==> config.mk <==
export PLATFORM = sky130hd
export DESIGN_NAME = psi_ram
export DESIGN_NICKNAME = d
export VERILOG_FILES = /design/src/hw/rtl/assert_macros.svh /design/src/hw/rtl/psi_ram.sv
export SDC_FILE = /design/constraint.sdc
export NUM_CORES = 1
export LEC_CHECK = 0
export BUFFER_PORTS_ARGS = -buffer_cell sky130_fd_sc_hd__buf_4
export CORE_MARGIN = 2
export CORE_UTILIZATION = 38
export CTS_BUF_LIST = sky130_fd_sc_hd__clkbuf_8
export DETAILED_ROUTE_END_ITERATION = 8
export PLACE_DENSITY = 0.64
export SYNTH_ARGS = -nofsm -noshare
export SYNTH_HDL_FRONTEND = slang
export SYNTH_SLANG_ARGS = --single-unit
==> constraint.sdc <==
create_clock -name clk -period 5.2 [get_ports clk]
set_input_delay 1.56 -clock clk [delete_from_list [all_inputs] [get_ports clk]]
set_output_delay 1.56 -clock clk [all_outputs]
set_load 0.01 [all_outputs]
==> src/hw/rtl/assert_macros.svh <==
// Assertion macros shared by the particle store RTL.
// Needs clk and rst in scope at the point of use.
`ifndef ASSERT_MACROS_SVH
`define ASSERT_MACROS_SVH
`ifndef SYNTHESIS
`define PSI_ASSERT_IMPLY(lbl, ante, cons, msg) \
  lbl: assert property (@(posedge clk) disable iff (rst) (ante) |-> (cons)) else $error(msg);
`define PSI_ASSERT_ALWAYS(lbl, expr, msg) \
  lbl: assert property (@(posedge clk) disable iff (rst) (expr)) else $error(msg);
`else
`define PSI_ASSERT_IMPLY(lbl, ante, cons, msg)
`define PSI_ASSERT_ALWAYS(lbl, expr, msg)
`endif
`endif

==> src/hw/rtl/psi_ram.sv <==
// Simple dual-port synchronous RAM, one write and one registered read port.
// No dependencies.
`default_nettype none
module psi_ram #(
  parameter int WIDTH = 8,
  parameter int DEPTH = 64
) (
  input  wire logic                     clk,
  input  wire logic                     we,
  input  wire logic [$clog2(DEPTH)-1:0] waddr,
  input  wire logic [WIDTH-1:0]         wdata,
  input  wire logic                     re,
  input  wire logic [$clog2(DEPTH)-1:0] raddr,
  output logic      [WIDTH-1:0]         rdata
);

  logic [WIDTH-1:0] mem [DEPTH];

  always_ff @(posedge clk) begin
    if (we) begin
      mem[waddr] <= wdata;
    end
  end

  always_ff @(posedge clk) begin
    if (re) begin
      rdata <= mem[raddr];
    end
  end

endmodule
`default_nettype wire

# Word-level counts from Yosys, hierarchy flattened
# Memories as Yosys holds them, arrays and structs flattened. A register that Yosys moved wholly into a read port is not among the register bits.
# Index checks and enable logic that the tools add are counted.
[word_totals] regBits=0 output_inout_bits=8 ram_bits=512 memories=1 in_bits=23 word_cells=3
[op_classes] mux=2
[mem_list] memory="mem" words=64 width=8 rd=1 rd_ports_with_merged_regs=1 wr=1 line_no="psi_ram.sv:17" rtl="logic [WIDTH-1:0] mem [DEPTH];"
[op_table] operator="2-to-1 mux 1 bit" n=2

# Logic depth before layout (Yosys ltp)
[logic_depth] depth_word=2 ltp_mapped=9 ltp_nobuf=5

# Worst setup path after synthesis
# Ideal clock, no wire load.
[synth_timing] path_kind="in2reg" startpoint="input raddr[1]" endpoint="register rdata[3] (read register of mem), data pin" path_slack_ns=1.834 path_stages=7 required_ns=4.934 t_arrival_ns=3.100 setup_time_ns=0.266 n_path_buf=3 path_cell_list="buf_4 buf_2 buf_2 mux4_2 mux4_2 o21ai_1 o41ai_1"
[synth_rtl] element="start: declaration" line_no="psi_ram.sv:13" rtl="input wire logic [$clog2(DEPTH)-1:0] raddr,"
[synth_rtl] element="end: declaration" line_no="psi_ram.sv:14" rtl="output logic [WIDTH-1:0] rdata"

==> impl_results.md <==
- Status: finished, final reports clean
- Initial DRC Count: just over 900
- Die area: 55140 sq um
- Layout Nets: 1038
- Setup TNS Final: 0 ns
- Register-to-Register Path Depth: 5
- Critical Path Source Type: primary input
- Post-detail-place hpwl: 26750 microns
- DRT Pass-1 Iters: 5
- Synth Area in Simple Gates: 3.374%
- CP cell instances: clkbuf_8, buf_4, buf_4, mux4_2, mux2i_1, o2111ai_1, nand2_1, o2bb2ai_1
- Crit. End Element: flip-flop
- Complex-gate fraction of the synthesized area: under 10%
- Avg Cell Area, Syn: 21.54 sq um
- Post-Route Skew: 0.04176 ns
- Tcrit/Tclk final: between 60% and 70%
- Fraction of layout cells with a size suffix above 1: 27.11%
- Vias: around 9600
- Sequential power share: 57.6%
- Root Driver: clkbuf_8
- Ys Warns: 0
- Pwr Density: approximately 360 nW/um^2
- Hold Path Stages: 4
- WL per Instance: 25.62 microns
- Hold EP: rdata[1]
- Register Area: 15620 sq um
- Arr. time, crit path: 4.00 ns
- Setup Buffers After CTS: 0
- Comb power frac: 5.3%
- Total track usage: 16.41%
- Core Region: 52660 sq um
- Hold Vio Cnt, Final: 0
- First-pass GRT wire length: 66740 microns
- Critical Path Max Stage Delay: ~0.52 ns
- Htree depth: 3
- Post-Synth Adder-Cell Area: 0%
- Skew-Pair Late Insertion Delay: between 0.6 and 0.7 ns
- Final min period: 3.631 ns
- GP Congestion: ~0.77
- Vias in the first global route: approximately 9900
- Maximum root-to-sink buffer count: 3
- R2R setup slack: 2.81 ns
- Netlist Area Pre-Place: 20250 sq um
- Post-layout total power: about 8100 uW
- CP Depth: 8
- Max Freq: about 280 MHz
- Gr ovfl total: 0
- IO Pins: 31
- Clock power frac: a little under two fifths
- Hold_sp: mem[23][1]
- Worst r2r src: mem[25][4]
- Max-slew headroom: 16.02%
- Syn Nets: 963
- Area of the multi-input gates: 4315 sq um
- Net Switching: 1782 uW
- Worst hold-check path type: reg2reg
- Post-cts resize count: 0
- Pin count of the biggest net entering global routing: 65
- I/O Buffers: 30
- Area fraction of the dominant cell type after synthesis: 77.12%
- Top delay family on crit path: buffers and inverters
- Slew Limit Fails: 0
- RSZ-0062 raised after global routing: no
- Largest area contributor in the netlist: edfxtp_1
- Most frequent cells in the layout: 520 x edfxtp_1, 126 x mux4_2, 83 x nor2_1
- Critical path required time: 5.57 ns
- Post-Synth XOR/XNOR Area: 0%
- Mux share of post-synthesis cell area: 15.88%
- Int Pwr: about 6300 uW
- Total CTS buffers: 78
- Area growth syn-to-layout: 11.44%
- Buf/Inv on CP: 3
- Clk slew on worst S/H paths: 0.06 ns
- Synthesized netlist cell count: between 900 and 1000
- Slowest stage cell, crit path: mux4_2
- DIE WIDTH: around 230 microns
- Total routed wirelength: 44970 microns
- CTS tree: done
- Ranking of synthesized cells by area: edfxtp_1 77%, mux4_2 14%, nor2_1 1.5%, mux2i_1 1.1%, mux2_2 0.72%
- R2r endpoint: rdata[4]
- CP Max Fanout: 45
- Die H: 234.8 microns
- Via-to-Cell Ratio: about 5.5
- Final setup viols: 0
- Post-synthesis sequential area ratio: between 70% and 80%
- Filler cells: 4447
- # rows: 84
- Top cell by count, worst path: buf_4
- Initial Util: 38.45%
- Cts hold-fix bufs: 0
- Distinct cells, synth: 39
- CP Class: in2reg
- DRC viols: 0
- Main combinational cell family by area after synthesis: multiplexers
- Switching Share: 22.03%
- Leakage: 0.006964 uW
- Initial antenna violation count: 2
- Slew at the pin closest to its max-slew limit: 1.250 ns
- # clock sinks: between 500 and 600
- Worst IR Drop VDD: around 180 uV
- Max_cap viols: 0
- Post-DRT Antenna Nets: 0
- #FFs+latches synth: 520
- Commonest non-fill, non-tap cell in the layout: edfxtp_1
[routing by layer]
| metal | track usage [%] | vias to the layer above | wire length [microns] | share of wire (%) |
|---|---|---|---|---|
| li1 | - | 4092 | - | - |
| met4 | 5.888 | 2 | 1077 | 2.4 |
| met5 | 0 | - | 10 | 0.022 |
| met3 | 3.160 | 73 | 3019 | 6.7 |
| met1 | 22.90 | 5078 | 19370 | 43 |
| met2 | 25.84 | 366 | 21500 | 48 |
[power by group through the flow]
stage | clock (uW) | sequential [uW] | combinational (uW)
2_1_floorplan | 0 | 4750 | 247
3_3_place_gp | 0 | 4750 | 428
3_5_place_dp | 0 | 4750 | 436
4_1_cts | 3070 | 4660 | 436
5_1_grt | 3240 | 4660 | 460
6_report | 3000 | 4660 | 430
[cell type report]
class / instances / area share [%]
Timing Repair Buffer: 46 / 1.780
Tap cell: 688 / 3.815
Sequential cell: 520 / 69.20
Clock buffer: 81 / 4.941
Antenna cell: 1 / 0.01109
Multi-Input combinational cell: 369 / 19.13
Clock inverter: 50 / 1.126
[kinds of logic (layout without fill, tap and decap cells)]
| logic type | count (synthesis) | after routing |
|---|---|---|
| flops | 520 | 520 |
| other cells | 0 | 1 |
| buf+inv | 51 | 177 |
| mux | 162 | 162 |
| simple gates | 153 | 153 |
| compound gates | 54 | 54 |
[Yosys cell counts, drive strengths merged]
cell	count
edfxtp	520
mux4	126
nor2	83
buf	34
mux2i	23
nand2	19
clkbuf	17
nor2b	14
mux2	13
nand3	13
o221ai	8
o22ai	8
nand2b	7
nor3	7
a221oi	6
a211oi	4
o21ai	4
a21oi	3
a22oi	3
nand3b	3
o2111ai	3
o2bb2ai	3
a2111oi	2
nand4	2
nor4	2
o21a	2
o221a	2
o32ai	2
o41ai	2
a31oi	1
and2	1
nand4b	1
o311ai	1
or3	1
[worst reg2reg max path, cell delays in order, from the launching register on]
cell	delay, ns
edfxtp_1	0.38
mux4_2	0.45
mux2_2	0.28
o221a_2	0.29
nor3_1	0.49
o32ai_1	0.20
[per-stage QoR]
| stage | hold slack [ns] | instance area [sq um] | util (%) | setup WS [ns] | std cells |
|---|---|---|---|---|---|
| after floorplan | 0.7971 | 20250 | - | 1.834 | 940 |
| after global placement | 0.8921 | 21190 | 40.25 | 0.8542 | 1623 |
| after detailed placement | 0.9043 | 21190 | 40.25 | 0.8863 | 1623 |
| after CTS | 0.9348 | 22560 | 42.85 | 1.596 | 1754 |
| after global routing | 0.9494 | 22560 | 42.85 | 1.470 | 1755 |
| final | 0.9227 | 22560 | 42.85 | 1.569 | 1755 |
[flip-flops by register name, indices dropped and copies added, names as in the netlist]
signal and flops:
rdata 8, mem 512
[how the worst max path moves through the flow]
stage / slack [ns] / from / endpoint
floorplan: 1.83 / raddr[1] / rdata[3]
global placement: 0.85 / raddr[0] / rdata[1]
detailed placement: 0.89 / raddr[0] / rdata[1]
CTS: 1.60 / raddr[0] / rdata[1]
global route: 1.47 / raddr[0] / rdata[1]
finish: 1.57 / raddr[0] / rdata[1]
Note: power is estimated with default switching activity, not from simulation.
