## src/hw/rtl/assert_macros.svh

```systemverilog
// Assertion macros shared by the particle store RTL.
// Needs clk and rst in scope at the point of use.
`ifndef ASSERT_MACROS_SVH
`define ASSERT_MACROS_SVH
`ifndef SYNTHESIS
`define PSI_ASSERT_IMPLY(lbl, ante, cons, msg) \
  lbl: assert property (@(posedge clk) disable iff (rst) (ante) |-> (cons)) else $error(msg);
`define PSI_ASSERT_ALWAYS(lbl, expr, msg) \
  lbl: assert property (@(posedge clk) disable iff (rst) (expr)) else $error(msg);
`else
`define PSI_ASSERT_IMPLY(lbl, ante, cons, msg)
`define PSI_ASSERT_ALWAYS(lbl, expr, msg)
`endif
`endif

```

## src/hw/rtl/psi_alpha_div.sv

```systemverilog
// Alpha scaler: floor(num / den) clamped to 255, zero for a zero divisor.
// Restoring division, one quotient bit per cycle; uses nothing from the package.
`default_nettype none
module psi_alpha_div (
  input  wire logic        clk,
  input  wire logic        rst,
  input  wire logic        start,
  input  wire logic [24:0] num,
  input  wire logic [16:0] den,
  output logic             done,
  output logic [7:0]       quo
);

  logic        active;
  logic [3:0]  step;
  logic [16:0] rem;
  logic [7:0]  nsh;
  logic [7:0]  q;
  logic [16:0] dv;
  logic [17:0] trial;
  logic        qbit;

  assign trial = {rem, nsh[7]};
  assign qbit  = (trial >= {1'b0, dv});

  always_ff @(posedge clk) begin
    if (rst) begin
      active <= 1'b0;
      done   <= 1'b0;
    end else begin
      done <= 1'b0;
      if (start) begin
        dv <= den;
        if (den == 17'd0) begin
          quo  <= 8'd0;
          done <= 1'b1;
        end else if (num >= {den, 8'd0}) begin
          quo  <= 8'hff;
          done <= 1'b1;
        end else begin
          // high part is already below the divisor
          rem    <= num[24:8];
          nsh    <= num[7:0];
          step   <= 4'd8;
          active <= 1'b1;
        end
      end else if (active) begin
        rem  <= qbit ? 17'(trial - {1'b0, dv}) : trial[16:0];
        nsh  <= {nsh[6:0], 1'b0};
        q    <= {q[6:0], qbit};
        step <= step - 4'd1;
        if (step == 4'd1) begin
          active <= 1'b0;
          done   <= 1'b1;
          quo    <= {q[6:0], qbit};
        end
      end
    end
  end

endmodule
`default_nettype wire

```

## config.mk

```make
export PLATFORM = sky130hd
export DESIGN_NAME = psi_alpha_div
export DESIGN_NICKNAME = d
export VERILOG_FILES = /design/src/hw/rtl/assert_macros.svh /design/src/hw/rtl/psi_alpha_div.sv
export SDC_FILE = /design/constraint.sdc
export NUM_CORES = 1
export LEC_CHECK = 0
export BUFFER_PORTS_ARGS = -buffer_cell sky130_fd_sc_hd__buf_2
export CORE_AREA = 2 2 62 122
export CTS_CLUSTER_SIZE = 14
export DETAILED_ROUTE_END_ITERATION = 10
export DIE_AREA = 0 0 64 124
export PLACE_DENSITY = 0.87
export SYNTH_ARGS = -nofsm -noshare
export SYNTH_HDL_FRONTEND = slang
export SYNTH_SLANG_ARGS = --single-unit
```

## constraint.sdc

```tcl
create_clock -name clk -period 6.98 [get_ports clk]
set_input_delay 0.349 -clock clk [delete_from_list [all_inputs] [get_ports clk]]
set_output_delay 0.349 -clock clk [all_outputs]
set_load 0.02 [all_outputs]
```

# [Yosys cells after proc, flatten, opt, wreduce, memory -nomap -nowiden]
# Cells that the tools add are included.
[classes] add_sub_neg=2 order_cmp=2 n_eq_ne=4 mux=28 n_bitwise=2 reduce_logical=8
[op_table] op="17-bit two-way mux" count=5
[op_table] op="8-bit two-way mux" count=9
[op_table] op="25-bit >= comparator" count=1
[op_table] op="18-bit by 17-bit >= comparator with 1-bit output" count=1
[op_table] op="17-bit zero test" count=1
[op_table] op="17-bit subtractor" count=1
[op_table] op="4-bit two-way mux" count=4
[op_table] op="1-bit two-way mux" count=10
[op_table] op="4-bit AND reduction" count=2
[op_table] op="4-bit by 1-bit equality test with 1-bit output (second input constant)" count=1
[op_table] op="2-bit != test (second input constant)" count=2
[op_table] op="2-bit AND reduction" count=2
[op_table] op="2-bit nonzero test" count=2
[op_table] op="4-bit by 1-bit subtractor with 4-bit output (second input constant)" count=1
[op_table] op="3-bit by 1-bit != test with 1-bit output (second input constant)" count=1
[op_table] op="3-bit AND reduction" count=1
[op_table] op="1-bit NOT" count=2
[word_totals] ff_bits=63 out_inout_bits=9 elab_cells=54

# [Depth between registers and ports, before layout]
[depth] word_depth=4 depth_mapped=13 ltp_nobuf=11

# [Worst setup path before layout]
# No wires, ideal clock.
[synth_path] kind="input to register" startpoint="in den[1]" endpoint="reg nsh[0] (enable)" setup_ns=0.421 t_arrival_ns=2.850 setup_slack_ns=3.708 path_stages=8 cell_sequence="inv_1 ha_1 nor2b_1 o2111ai_1 a31oi_1 o31ai_1 o2111ai_1 o21bai_1"
[synth_via] elab_chain_cells=3 elab_cells_between_ends=5 classes_between="order compare: 1; eq/ne: 2; reduce/logical: 2"
[synth_lines] element="start, declared" line="psi_alpha_div.sv:9" source="input wire logic [16:0] den,"
[synth_lines] element="25-bit >= comparator / 17-bit zero test (equally long branches)" line="psi_alpha_div.sv:37, psi_alpha_div.sv:34"
[synth_lines] element="2-bit != test (no line)"
[synth_lines] element="4-bit AND reduction (no line) (*)"
[synth_lines] element="end signal, assigned" line="psi_alpha_div.sv:43" source="nsh <= num[7:0];"
[synth_lines] element="end signal, assigned" line="psi_alpha_div.sv:49" source="nsh <= {nsh[6:0], 1'b0};"
[synth_lines] element="end, declared" line="psi_alpha_div.sv:17" source="logic [7:0] nsh;"
# Mark *: on every way between the ends. The rest lies on a longest branch, timed or not.
# A chain may end at the register's enable or synchronous reset.

# [Worst setup path after layout]
[layout_path] startpoint="reg nsh[7]" endpoint="reg rem[2], data pin"
[layout_via] elab_chain_cells=4 elab_cells_between_ends=5 classes_between="add/sub: 1; order compare: 1; mux: 3"
[layout_lines] element="17-bit subtractor / 18-bit by 17-bit >= comparator with 1-bit output (equally long branches)" line="psi_alpha_div.sv:48, psi_alpha_div.sv:24"
[layout_lines] element="17-bit two-way mux (*)" line="psi_alpha_div.sv:48" source="rem <= qbit ? 17'(trial - {1'b0, dv}) : trial[16:0];"
[layout_lines] element="17-bit two-way mux (*)" line="psi_alpha_div.sv:47" source="end else if (active) begin"
[layout_lines] element="17-bit two-way mux (*)" line="psi_alpha_div.sv:32" source="if (start) begin"
[layout_lines] element="end signal, assigned" line="psi_alpha_div.sv:42" source="rem <= num[24:8];"
[layout_lines] element="end signal, assigned" line="psi_alpha_div.sv:48"
[layout_lines] element="end, declared" line="psi_alpha_div.sv:16" source="logic [16:0] rem;"
# Mark *: on every way between the ends. The rest lies on a longest branch, timed or not. The select of a mux whose other input is x is not followed.

==> summary.md <==
| Metric | Value |
|---|---|
| GRT overflow | `0` |
| Hold Fails Final Rpt | `0` |
| Multi-input logic area | `1953 µm²` |
| Slew @ Worst Pin | `approximately 1 ns` |
| Worst R2R Setup Slack | `~3.6 ns` |
| Worst skew pair latency | `between 0.3 and 0.4 ns` |
| Largest net degree at the start of global routing | `65` |
| Max-Cap Viols | `0` |
| Clock Skew | `roughly 0.0069 ns` |
| Leak | `~1.9 nW` |
| Number of H-tree levels | `3` |
| Buffer and inverter count on the worst path | `3` |
| Seq/Total Area, Yosys | `between 40% and 50%` |
| Post-synth EDFFs | `between 60 and 70` |
| Comb pwr share | `22.2%` |
| Slowest cell on crit path | `and2_1` |
| Iteration-0 DRC Markers | `218` |
| Hold WC Path Type | `in -> reg` |
| Gate count after technology mapping | `between 300 and 400` |
| Final critical-path required period | `3.333 ns` |
| Slowest cell delay on critical path | `0.66 ns` |
| Syn nets | `476` |
| Crit path max fanout | `19` |
| Layout fillers | `528` |
| Cell Area, Synth | `roughly 4000 µm²` |
| GRT Total Usage | `between 20% and 30%` |
| # hold bufs at CTS | `0` |
| Ys flop type | `edfxtp_1` |
| Diodes inserted | `0` |
| Clock root cell | `clkbuf_16` |
| Seq cells post-synth | `63` |
| CTS tree | `yes` |
| Buffers on Ports | `53` |
| # nets final | `530` |
| Clock power frac | `a little over a third` |
| Starting Density | `roughly 58%` |
| Fmax | `300.0 MHz` |
| Mean Syn Cell Area | `~10 µm²` |
| Leading cell type in the layout, fill and taps excluded | `edfxtp_1` |
| Library cells used by synthesis | `58` |
| Worst hold path depth | `1` |
| Total setup buffers inserted after CTS | `0` |
| Unrepaired setup endpoints after global routing | `no` |
| Vias in the first global route | `roughly 3400` |
| Crit start category | `register` |
| Placer Congestion | `a little over 0.9` |
| Post-synth ARST share | `0%` |
| Resize count post-CTS | `0` |
| Hold worst-path end | `dv[15]` |
| Maximum vdd drop | `between 200 and 250 µV` |
| WL/cell | `17.95 µm` |
| Clk sinks | `63` |
| Via count | `~3300` |
| R2R Path End | `rem[2]` |
| Min-Delay Startpoint | `den[15]` |
| Die width | `64 µm` |
| Area grow syn2layout | `14.74%` |
| CP Data Required Time | `between 7 and 8 ns` |
| CP Cell Sequence | `inv_1, ha_1, inv_1, fa_1, a21oi_1, a211oi_1, o311ai_1, and2_1, inv_2, mux2i_1, o21ai_0` |
| Critical path endpoint category | `register` |
| First-pass GRT wire length | `~16000 µm` |
| Die area | `7936 µm²` |
| Cell mode on critical path | `inv_1` |
| Most frequent cells in the layout | `edfxtp_1, buf_2, a21oi_1, inv_1, ha_1` |
| Rows | `43` |
| Reg2reg start | `nsh[7]` |
| CTS Buffer Depth | `2` |
| Worst Setup SP | `nsh[7]` |
| TritonCTS buffer count | `9` |
| Sw Ratio | `28.07%` |
| Worst Setup Path Type | `reg -> reg` |
| IO Pins | `54` |
| Half-perimeter wire length after placement | `7389 µm` |
| NetSw | `about 0.0003 W` |
| Pre-antenna DRT Iters | `4` |
| Final slew viol count | `0` |
| Die Ht | `roughly 120 µm` |
| WL final | `approximately 9700 µm` |
| Detailed-route DRC error count | `0` |
| Seq. cell area | `around 1900 µm²` |
| Routed Antenna Nets | `0` |
| Cell family with most CP delay | `compound AO/OA/AOI/OAI gates` |
| Final worst-path cycle share | `a little under half` |
| Worst slew margin | `around 33%` |
| Worst EP arrival | `between 3 and 4 ns` |
| Initial antenna violation count | `0` |
| Fin util | `between 60 and 70%` |
| Setup TNS | `0 ns` |
| Vias per cell | `~6` |
| Core area | `a little under 7000 µm²` |
| Seq pwr share | `42.3%` |
| Layout cells sized above 1 | `between 15 and 20%` |
| # setup viols final | `0` |
| Yosys warning total | `0` |
| Internal | `0.0007765 W` |
| Reg2reg path depth | `11` |
| Clock-pin slew on the worst setup and hold paths | `~0.050 ns` |
| Status | `finished clean` |
| PwrDens | `roughly 230 nW/µm²` |
[metrics by stage]
| stage | total power, W | instance area [µm²] | hold WS (ns) | std cells | setup WS, ns |
|---|---|---|---|---|---|
| 2_1_floorplan | 0.0006319 | 4041 | 0.4181 | 394 | 3.708 |
| 3_3_place_gp | 0.0006884 | 4379 | 0.4364 | 527 | 3.827 |
| 3_5_place_dp | 0.0006974 | 4379 | 0.4436 | 527 | 3.663 |
| 4_1_cts | 0.001086 | 4637 | 0.2218 | 543 | 3.640 |
| 5_1_grt | 0.001131 | 4637 | 0.2306 | 543 | 3.413 |
| 6_report | 0.001080 | 4637 | 0.2406 | 543 | 3.647 |
[cells by family (layout without fill, tap and decap cells)]
kind of cell	Yosys count	count (layout)	share of synthesized area, %
compound gates	109	109	17.25
xor+xnor	9	9	1.950
fa+ha+maj	37	37	11.64
buf+inv	54	113	5.448
flops	63	63	46.32
mux	8	8	2.198
simple gates	114	114	15.20
[worst max-delay path by stage]
stage,endpoint,slack [ns],depth (start not counted)
finish,rem[2],3.65,11
global route,rem[2],3.41,11
CTS,rem[2],3.64,11
detailed placement,rem[2],3.66,11
global placement,rem[2],3.83,11
floorplan,nsh[0],3.71,8
[cells in the mapped netlist (2+ instances only)]
master	number	area, µm²
edfxtp_1	61	1832
a21oi_1	42	210.2
inv_1	40	150.1
ha_1	36	450.4
nand2_1	26	97.59
nor2b_1	18	112.6
nor2_1	15	56.30
o21ai_0	15	75.07
nand3_1	11	55.05
o21a_1	10	75.07
clkbuf_1	7	26.28
mux2_2	7	78.83
nand4_1	7	43.79
nor4_1	6	37.54
a211oi_1	5	37.54
a21o_1	5	37.54
nand2b_1	5	31.28
or3_1	5	31.28
xnor2_1	5	43.79
and2_1	4	25.02
nor3_1	4	20.02
xor2_1	4	35.03
a311oi_1	3	26.28
a31oi_1	3	18.77
nor3b_1	3	22.52
o2111ai_1	3	26.28
o31ai_1	3	22.52
a211o_1	2	17.52
a21oi_2	2	17.52
a22oi_1	2	15.01
buf_4	2	15.01
dfxtp_1	2	40.04
nor4b_1	2	17.52
o211ai_1	2	15.01
o311ai_1	2	17.52
or2_2	2	12.51
or4_1	2	15.01
[final cells by class]
cell class	instances	area share, %
multi-input cells	277	42.12
flip-flops and latches	63	40.37
repair buffers	56	6.206
clock buffers	11	5.019
inverters	41	3.319
well taps	90	2.428
clock inverters	5	0.5397
[power by group through the flow]
stage | registers, W | logic (W) | clock network [W]
floorplan | 0.000464 | 0.000168 | 0
detailed placement | 0.000464 | 0.000234 | 0
finish | 0.000457 | 0.000240 | 0.000383
global placement | 0.000463 | 0.000226 | 0
CTS | 0.000457 | 0.000237 | 0.000392
global route | 0.000459 | 0.000268 | 0.000405
[sequential cells by signal, indices dropped and copies added, names as in the netlist]
signal / flops
nsh: 8
rem: 17
active: 1
step: 4
done: 1
q: 7
quo: 8
dv: 17
[metal layers]
metal	GRT usage, %	part of all wire [%]	up-vias	routed length, µm
li1	-	-	1569	-
met1	26.48	35	1546	3413
met2	48.50	56	121	5460
met3	4.878	4.5	36	438
met4	17.53	4.5	0	435
met5	0	0	-	0
Power figures use the tool's default switching activity.
